`src/hw/rtl/assert_macros.svh`:
```
// Assertion macros shared by the RTL of the matrix multiplier.
// No dependencies; compiled out when SYNTHESIS is defined.
`ifndef ASSERT_MACROS_SVH
`define ASSERT_MACROS_SVH
`ifndef SYNTHESIS
`define ASSERT_HOLDS(label, clk, rst, prop) \
  label: assert property (@(posedge clk) disable iff (rst) (prop)) \
    else $error("assertion failed: property does not hold");
`define ASSERT_NEVER(label, clk, rst, expr) \
  label: assert property (@(posedge clk) disable iff (rst) !(expr)) \
    else $error("assertion failed: forbidden condition seen");
`else
`define ASSERT_HOLDS(label, clk, rst, prop)
`define ASSERT_NEVER(label, clk, rst, expr)
`endif
`endif

```
`src/hw/rtl/smm_pkg.sv`:
```
// Package for the square matrix multiplier: sizes, payload types, saturation bounds.
// No dependencies.
`default_nettype none
package smm_pkg;

  localparam int DIM       = 4;
  localparam int FRAC_BITS = 16;

  localparam int IDX_W   = 2;
  localparam int ADDR_W  = 2 * IDX_W;
  localparam int DEPTH   = 2 ** ADDR_W;
  localparam int VALUE_W = 32;
  localparam int PROD_W  = 2 * VALUE_W;
  localparam int ACC_W   = PROD_W + $clog2(DIM) + 1;

  localparam logic [IDX_W-1:0] LAST_IDX = IDX_W'(DIM - 1);

  localparam logic signed [ACC_W-1:0] SAT_HI = ACC_W'(2147483647);
  localparam logic signed [ACC_W-1:0] SAT_LO = -SAT_HI - ACC_W'(1);

  localparam logic MODE_LEFT  = 1'b0;
  localparam logic MODE_RIGHT = 1'b1;

  typedef struct packed {
    logic                      mode;
    logic [IDX_W-1:0]          row;
    logic [IDX_W-1:0]          col;
    logic signed [VALUE_W-1:0] value;
    logic                      last;
  } load_t;

  typedef struct packed {
    logic [IDX_W-1:0]          out_row;
    logic [IDX_W-1:0]          out_col;
    logic signed [VALUE_W-1:0] product;
    logic                      last_result;
  } result_t;

endpackage
`default_nettype wire

```
`src/hw/rtl/square_matrix_multiply.sv`:
```
// Square matrix multiplier: two element stores, MAC pipeline, result register.
// Depends on smm_pkg and assert_macros.svh.
//
// Usage:
//   load channel (load_valid/load_ready/load): each transaction writes one
//   element of the left (mode 0) or right (mode 1) matrix at (row, col);
//   indexes at or beyond DIM are dropped. A transaction with last set stores
//   its element and then starts the product run.
//   result channel (result_valid/result_ready/result): DIM*DIM transactions
//   in row-major order, last_result set on the final one.
//   Throughput: a run makes one multiply-accumulate per cycle while the
//   output does not stall, paced by the single read port of each element
//   store. load_ready is low while the run issues its reads.
//   Stall: while a result waits in the output register and result_ready is
//   low, the whole read/multiply/accumulate pipeline holds.
//   Reset: clears the run and pipeline valids; the stores keep no reset
//   and every element must be loaded before it is used in a run.
`default_nettype none
`include "assert_macros.svh"
module square_matrix_multiply
  import smm_pkg::*;
(
  input  wire logic    clk,
  input  wire logic    rst,
  input  wire logic    load_valid,
  output logic         load_ready,
  input  wire load_t   load,
  output logic         result_valid,
  input  wire logic    result_ready,
  output result_t      result
);

  logic signed [VALUE_W-1:0] left_mem  [DEPTH];
  logic signed [VALUE_W-1:0] right_mem [DEPTH];

  logic             running;
  logic [IDX_W-1:0] i_cnt, j_cnt, k_cnt;
  logic             adv;
  logic             load_fire;
  logic             issue_last;

  // stage 1: read data
  logic                      s1_valid, s1_first, s1_kend, s1_last;
  logic [IDX_W-1:0]          s1_i, s1_j;
  logic signed [VALUE_W-1:0] l_q, r_q;
  // stage 2: product
  logic                      s2_valid, s2_first, s2_kend, s2_last;
  logic [IDX_W-1:0]          s2_i, s2_j;
  logic signed [PROD_W-1:0]  prod;
  // stage 3: accumulator
  logic                      s3_done, s3_last;
  logic [IDX_W-1:0]          s3_i, s3_j;
  logic signed [ACC_W-1:0]   acc, acc_next;
  logic signed [PROD_W-1:0]  term;
  logic signed [VALUE_W-1:0] sat;

  assign adv        = !result_valid || result_ready;
  assign load_ready = !running;
  assign load_fire  = load_valid && load_ready;
  assign issue_last = (i_cnt == LAST_IDX) && (j_cnt == LAST_IDX) && (k_cnt == LAST_IDX);

  always_ff @(posedge clk) begin
    if (load_fire && load.row <= LAST_IDX && load.col <= LAST_IDX) begin
      if (load.mode == MODE_RIGHT) begin
        right_mem[{load.row, load.col}] <= load.value;
      end else begin
        left_mem[{load.row, load.col}] <= load.value;
      end
    end
    if (adv && running) begin
      l_q <= left_mem[{i_cnt, k_cnt}];
      r_q <= right_mem[{k_cnt, j_cnt}];
    end
  end

  always_ff @(posedge clk) begin
    if (rst) begin
      running <= 1'b0;
      i_cnt   <= '0;
      j_cnt   <= '0;
      k_cnt   <= '0;
    end else if (load_fire && load.last) begin
      running <= 1'b1;
      i_cnt   <= '0;
      j_cnt   <= '0;
      k_cnt   <= '0;
    end else if (adv && running) begin
      if (issue_last) begin
        running <= 1'b0;
      end
      if (k_cnt == LAST_IDX) begin
        k_cnt <= '0;
        if (j_cnt == LAST_IDX) begin
          j_cnt <= '0;
          i_cnt <= i_cnt + IDX_W'(1);
        end else begin
          j_cnt <= j_cnt + IDX_W'(1);
        end
      end else begin
        k_cnt <= k_cnt + IDX_W'(1);
      end
    end
  end

  always_ff @(posedge clk) begin
    if (rst) begin
      s1_valid <= 1'b0;
      s2_valid <= 1'b0;
      s3_done  <= 1'b0;
    end else if (adv) begin
      s1_valid <= running;
      s2_valid <= s1_valid;
      s3_done  <= s2_valid && s2_kend;
    end
  end

  assign term     = prod >>> FRAC_BITS;
  assign acc_next = (s2_first ? '0 : acc) + ACC_W'(term);

  always_ff @(posedge clk) begin
    if (adv) begin
      s1_first <= (k_cnt == '0);
      s1_kend  <= (k_cnt == LAST_IDX);
      s1_last  <= issue_last;
      s1_i     <= i_cnt;
      s1_j     <= j_cnt;
      prod     <= PROD_W'(l_q) * PROD_W'(r_q);
      s2_first <= s1_first;
      s2_kend  <= s1_kend;
      s2_last  <= s1_last;
      s2_i     <= s1_i;
      s2_j     <= s1_j;
      if (s2_valid) begin
        acc <= acc_next;
      end
      s3_last  <= s2_last;
      s3_i     <= s2_i;
      s3_j     <= s2_j;
    end
  end

  always_comb begin
    if (acc > SAT_HI) begin
      sat = VALUE_W'(SAT_HI);
    end else if (acc < SAT_LO) begin
      sat = VALUE_W'(SAT_LO);
    end else begin
      sat = VALUE_W'(acc);
    end
  end

  always_ff @(posedge clk) begin
    if (rst) begin
      result_valid <= 1'b0;
    end else if (adv) begin
      result_valid <= s3_done;
    end
  end

  always_ff @(posedge clk) begin
    if (adv && s3_done) begin
      result.out_row     <= s3_i;
      result.out_col     <= s3_j;
      result.product     <= sat;
      result.last_result <= s3_last;
    end
  end

  `ASSERT_HOLDS(a_start_run, clk, rst, load_fire && load.last |=> running)
  `ASSERT_HOLDS(a_run_ends_on_last, clk, rst, $fell(running) |-> s1_valid && s1_last)
  `ASSERT_HOLDS(a_stall_holds_acc, clk, rst, result_valid && !result_ready |=> $stable(acc))
  `ASSERT_HOLDS(a_last_corner, clk, rst,
    result_valid && result.last_result |->
      result.out_row == LAST_IDX && result.out_col == LAST_IDX)

endmodule
`default_nettype wire
```
`config.mk`:
```
export PLATFORM = sky130hd
export DESIGN_NAME = square_matrix_multiply
export DESIGN_NICKNAME = d
export VERILOG_FILES = /design/src/hw/rtl/smm_pkg.sv /design/src/hw/rtl/square_matrix_multiply.sv
export VERILOG_INCLUDE_DIRS = /design/src /design/src/hw/rtl
export SDC_FILE = /design/constraint.sdc
export NUM_CORES = 2
export LEC_CHECK = 0
export BUFFER_PORTS_ARGS = -buffer_cell sky130_fd_sc_hd__buf_2
export CAP_MARGIN = 15
export CORE_ASPECT_RATIO = 0.5
export CORE_MARGIN = 2
export CORE_UTILIZATION = 39
export CTS_BUF_LIST = sky130_fd_sc_hd__clkbuf_4
export CTS_CLUSTER_SIZE = 12
export DETAILED_ROUTE_END_ITERATION = 8
export PLACE_DENSITY_LB_ADDON = 0.3
export SYNTH_ARGS = -nofsm -noshare
export SYNTH_HDL_FRONTEND = slang
export SYNTH_SLANG_ARGS = --single-unit
export TNS_END_PERCENT = 5
```
`constraint.sdc`:
```
create_clock -name clk -period 16.7 [get_ports clk]
set_input_delay 1.67 -clock clk [delete_from_list [all_inputs] [get_ports clk]]
set_output_delay 1.67 -clock clk [all_outputs]
set_load 0.05 [all_outputs]
```
After elaboration in Yosys (flattened, before gate mapping)
Memory sizes are Yosys's and may differ from the RTL's. A register that Yosys moved wholly into a read port is not among the register bits.
Index checks and enable logic that the tools add are counted.
{"block": "op_classes", "addsub": 4, "n_mul": 1, "magnitude_cmp": 4, "eq_ne": 3, "n_mux": 13, "reduce_logical": 20}
{"operator": "67-bit adder", "n": 1}
{"operator": "67-bit by 32-bit greater-than comparator with 1-bit output (second input constant)", "n": 1}
{"operator": "67-bit by 32-bit less-than comparator with 1-bit output (second input constant)", "n": 1}
{"operator": "67-bit two-way mux", "n": 1}
{"operator": "32-bit by 32-bit multiplier with 64-bit output", "n": 1}
{"operator": "32-bit two-way mux", "n": 1}
{"operator": "1-bit logical AND", "n": 9}
{"operator": "1-bit two-way mux", "n": 9}
{"operator": "2-bit by 1-bit adder with 2-bit output (second input constant)", "n": 3}
{"operator": "2-bit equality test (second input constant)", "n": 3}
{"operator": "2-bit AND reduction", "n": 3}
{"operator": "2-bit less-or-equal comparator (second input constant)", "n": 2}
{"operator": "2-bit two-way mux", "n": 2}
{"operator": "2-bit nonzero test", "n": 2}
{"operator": "3-bit AND reduction", "n": 1}
{"operator": "1-bit zero test", "n": 2}
{"operator": "2-bit zero test", "n": 1}
{"operator": "2-bit OR reduction", "n": 1}
{"operator": "1-bit logical OR", "n": 1}
{"block": "totals", "ff_bits": 198, "ram_bits": 1024, "inputBits": 42, "output_inout_bits": 39, "elab_cells": 74, "memories": 2}
{"name": "left_mem", "depth": 16, "word_bits": 32, "read_ports": 1, "rd_clocked_by_memory_dff": 1, "write_ports": 1, "line": "square_matrix_multiply.sv:33", "rtl": "logic signed [VALUE_W-1:0] left_mem [DEPTH];"}
{"name": "right_mem", "depth": 16, "word_bits": 32, "read_ports": 1, "rd_clocked_by_memory_dff": 1, "write_ports": 1, "line": "square_matrix_multiply.sv:34", "rtl": "logic signed [VALUE_W-1:0] right_mem [DEPTH];"}

Logic depth before layout (Yosys ltp)
{"block": "logic_depth", "word_depth": 6, "mapped_depth": 30, "mapped_depth_nobuf": 28}

Worst setup path after synthesis
OpenSTA, ideal clock, no wires.
{"block": "synth_timing", "path_type": "register to register", "from": "register l_q[31] (read register of left_mem)", "to": "register prod[63] (data pin)", "setup_ps": 260, "t_arrival_ps": 7445, "t_required_ps": 16440, "slack_ps": 8995, "stages_incl_launch_ff": 24, "path_buffers": 1, "period_less_slack_ps": 7705, "cell_sequence": "edfxtp_1 clkbuf_1 nand2_1 inv_1 fa_1 fa_1 fa_1 fa_1 inv_1 fa_1 inv_1 fa_1 fa_1 fa_1 ha_1 a21o_1 a21o_1 a21oi_1 a31oi_2 a221oi_2 o21a_1 o21bai_1 a21oi_1 xnor2_1"}
{"block": "synth_between", "elab_chain_len": 1}
{"item": "start: declaration", "line": "square_matrix_multiply.sv:45", "rtl": "logic signed [VALUE_W-1:0] l_q, r_q;"}
{"item": "32-bit by 32-bit multiplier with 64-bit output", "line": "square_matrix_multiply.sv:127", "rtl": "prod <= PROD_W'(l_q) * PROD_W'(r_q);"}
{"item": "end signal: assignment", "line": "square_matrix_multiply.sv:127"}
{"item": "end: declaration", "line": "square_matrix_multiply.sv:49", "rtl": "logic signed [PROD_W-1:0] prod;"}
Every way passes these cells.
A chain may end at the register's enable or synchronous reset.

Worst setup path in the final report
{"block": "layout_timing", "from": "register l_q[24] (read register of left_mem)", "to": "register prod[63] (data pin)"}
The elaborated chain is that of the path after synthesis.

==> metrics.log <==
INFO  metric outcome = completed
INFO  metric number_of_global_route_vias_before_repair = around 52000
INFO  metric synth.lib_cells_used.distinct = 75
INFO  metric clk_pin_slew_worst_paths = roughly 0.08 ns
INFO  metric cts.sinks = about 1300
INFO  metric routed_wire_length_per_instance = approximately 23 um
INFO  metric crit_type = reg2reg
INFO  metric cell_breakdown_of_the_critical_path = buf_4 -> nand2_1 -> fa_1 -> fa_1 -> fa_1 -> fa_1 -> inv_1 -> fa_1 -> fa_1 -> fa_1 -> fa_1 -> ha_1 -> nand3_1 -> nor3_1 -> nand2_1 -> a21oi_1 -> o21ai_1 -> a31oi_2 -> a221oi_2 -> o21a_1 -> o21bai_1 -> a21oi_1 -> xnor2_1
INFO  metric synth_nets = 7604
INFO  metric slew_headroom = 29.8%
INFO  metric cts_resized = 0
INFO  metric synth_flop_cell = sky130_fd_sc_hd__edfxtp_1
INFO  metric ys_top_cells_by_count = 1259 x sky130_fd_sc_hd__edfxtp_1, 1082 x sky130_fd_sc_hd__fa_1, 992 x sky130_fd_sc_hd__inv_1, 623 x sky130_fd_sc_hd__nand2_1, 522 x sky130_fd_sc_hd__and2_1
INFO  metric worst_path_dominant_cell_family = adder cells
INFO  metric tritoncts.num_buffers = between 300 and 400
INFO  metric final_nets = ~7800
INFO  metric die_y = 336 um
INFO  metric setup_viol = 0
INFO  metric critPathMostFrequentCell = sky130_fd_sc_hd__fa_1
INFO  metric syn_inst = 6230
INFO  metric critical_path_required = 17.58 ns
INFO  metric htree_levels = 5
INFO  metric synthMostInstantiatedCell = sky130_fd_sc_hd__edfxtp_1
INFO  metric rows = between 100 and 150
INFO  metric cap_viol_max_count = 0
INFO  metric dr.first_iter.drc_count = between 3000 and 4000
INFO  metric die_footprint = between 0.2 and 0.25 mm^2
INFO  metric drv_slew = 0
INFO  metric clk_root_buffer_cell = sky130_fd_sc_hd__clkbuf_4
INFO  metric worstSetupEndpointType = flop
INFO  metric fmax = between 0.1 and 0.15 GHz
INFO  metric port-buffer-count = 80
INFO  metric syn_avg_cell_area = 13.8 um^2
INFO  metric post_drt_via_cell_ratio = 5.13
INFO  metric largest_fanout_on_the_critical_path = 32
INFO  metric clock-skew-final = between 0.1 and 0.15 ns
INFO  metric io-pin-count = 81
INFO  metric synth_enable_flop_cells = about 1300
INFO  metric ys_ff_latch = 1270
INFO  metric grt_start_max_net_pins = 69
INFO  metric grt_usage = between 10% and 20%
INFO  metric hpwl_after_dpl = about 140000 um
INFO  metric postCtsHoldBufs = 0
INFO  metric final_layout_size_suffix_gt1_share = roughly 16%
INFO  metric antenna_found_initial = 23
INFO  metric initial_utilization = roughly 40%
INFO  metric yosys.area.top_type_share = a little over two fifths
INFO  metric crit_path_max_incr_delay = approximately 0.60 ns
INFO  metric critical_path.slowest_cell = sky130_fd_sc_hd__fa_1
INFO  metric gp_congestion = 0.859
INFO  metric grt_first_pass_wirelength = roughly 330000 um
INFO  metric floorplan.die.width = approximately 670 um
INFO  metric drt-total-wl = 217000 um
INFO  metric clkLatencyLatePin = between 1 and 1.5 ns
INFO  metric synthDominantAreaCellType = sky130_fd_sc_hd__edfxtp_1
INFO  metric fin_tns_setup = 0 ns
INFO  metric tritoncts_clock_tree = done
INFO  metric cp_data_arrival_time = between 9 and 10 ns
INFO  metric final_hold_viol_count = 0
INFO  metric route.antenna.remaining_nets = 0
INFO  metric drt_first_pass_iters = 5
INFO  metric globalRoute.totalOverflow = 0
INFO  metric crit_path_start_kind = flop
INFO  metric clk_path_buf_depth = 4
INFO  metric min-delay-path-class = reg2reg
INFO  metric rsz0062_at_grt = false
INFO  metric cts.repair_timing.setup_buffer_count = 0
INFO  metric yosysWarningCount = 0
INFO  metric final_period_minus_worst_setup_slack = 8.55 ns
INFO  metric vias = about 50000
INFO  metric synth_sequential_area_ratio = roughly 44%
INFO  metric timing_worst_slew_pin_value = 1.05 ns
INFO  metric remaining_drc_errors = 0
INFO  metric netlist_top_cells_area = sky130_fd_sc_hd__edfxtp_1 44%, sky130_fd_sc_hd__fa_1 25%, sky130_fd_sc_hd__mux4_2 8.4%
INFO  metric postSynth.asyncResetShare = 0%
INFO  metric syn_to_final_growth = 9.19%
INFO  metric core = around 0.22 mm^2
INFO  metric synth_area = about 0.086 mm^2
INFO  metric path_buf_inv = 2
INFO  metric final.period_utilization = about 51%
==> per-layer routing <==
| layer | GRT usage, % | vias to the layer above | routed length (um) |
|---|---|---|---|
| met1 | 28.4 | 25800 | 96800 |
| met4 | 4.53 | 10 | 4100 |
| li1 | - | 21400 | - |
| met2 | 30.0 | 1839 | 96900 |
| met3 | 4.96 | 268 | 18800 |
| met5 | 0 | - | 202 |
==> worst register-to-register path, delay by kind of cell (launching register included) <==
family | cells | cell delay [ns]
adders and majority gates | 9 | 4.74
xor gates and xnor gates | 1 | 0.12
and+or+nand+nor | 4 | 0.91
buffers and inverters | 2 | 0.46
AOI/OAI and AO/OA | 7 | 1.79
DFF | 1 | 0.34
==> registers in the layout, summed over array words and instances, names as in the netlist, 2 cells and up <==
signal     count
acc           67
i_cnt          2
j_cnt          2
k_cnt          2
l_q           32
left_mem     512
prod          48
r_q           32
result        37
right_mem    512
s1_i           2
s1_j           2
s2_i           2
s2_j           2
s3_i           2
s3_j           2
==> stage by stage <==
step           hold WS (ns)  area (um^2)  cells  util, %  worst slack (ns)
2_1_floorplan         0.400        86100   6230        -              9.00
3_3_place_gp          0.401        90100   9071     41.3              8.12
3_5_place_dp          0.405        90100   9071     41.3              8.09
4_1_cts               0.420        93900   9588     43.0              8.03
5_1_grt               0.426        94000   9600     43.0              7.70
6_report              0.418        94000   9605     43.0              8.15
==> final timing paths <==
check,start,end,slack (ns),cells after the start
min,s3_j[1],result[34],0.42,0
max reg2reg,l_q[24],prod[63],8.15,23
max,l_q[24],prod[63],8.15,23
min reg2reg,s3_j[1],result[34],0.42,0
==> cells in the final DEF, fill, tap and decap left out, drive strengths merged, types with 22 or more instances in the layout <==
| master | n |
|---|---|
| clkinv | 57 |
| and2 | 524 |
| nor3 | 22 |
| nor2b | 111 |
| nor2 | 88 |
| fa | 1082 |
| nand4 | 38 |
| edfxtp | 1259 |
| ha | 250 |
| xor2 | 40 |
| a21o | 61 |
| inv | 1001 |
| mux4 | 320 |
| clkbuf | 446 |
| a21oi | 137 |
| nand3 | 30 |
| o21ai | 63 |
| nand2 | 623 |
| o21bai | 24 |
| xnor2 | 87 |
| buf | 202 |
==> cells by family (layout without fill, tap and decap cells) <==
kind of cell | Yosys count | after routing | share of synthesized area, %
and+or+nand+nor | 1505 | 1505 | 8.84
adders and majority gates | 1332 | 1332 | 28.8
buffers and inverters | 1305 | 1712 | 5.71
DFF | 1270 | 1270 | 44.2
AOI/OAI and AO/OA | 368 | 368 | 2.76
muxes | 323 | 323 | 8.41
xor gates and xnor gates | 127 | 127 | 1.29
other | 0 | 16 | 0
==> final cells by class <==
type | instances | area (um^2)
antenna | 16 | 40.0
clock buffer | 446 | 3350
clock inverter | 71 | 420
fill | 19800 | 124000
inverter | 993 | 3730
multi-input combinational | 3655 | 43400
sequential | 1270 | 38000
tap | 2952 | 3690
timing repair buffer | 202 | 1340
Power is left out: the tool's default activity adds up to more than one toggle a clock period on the data nets, which glitch-free logic cannot reach.
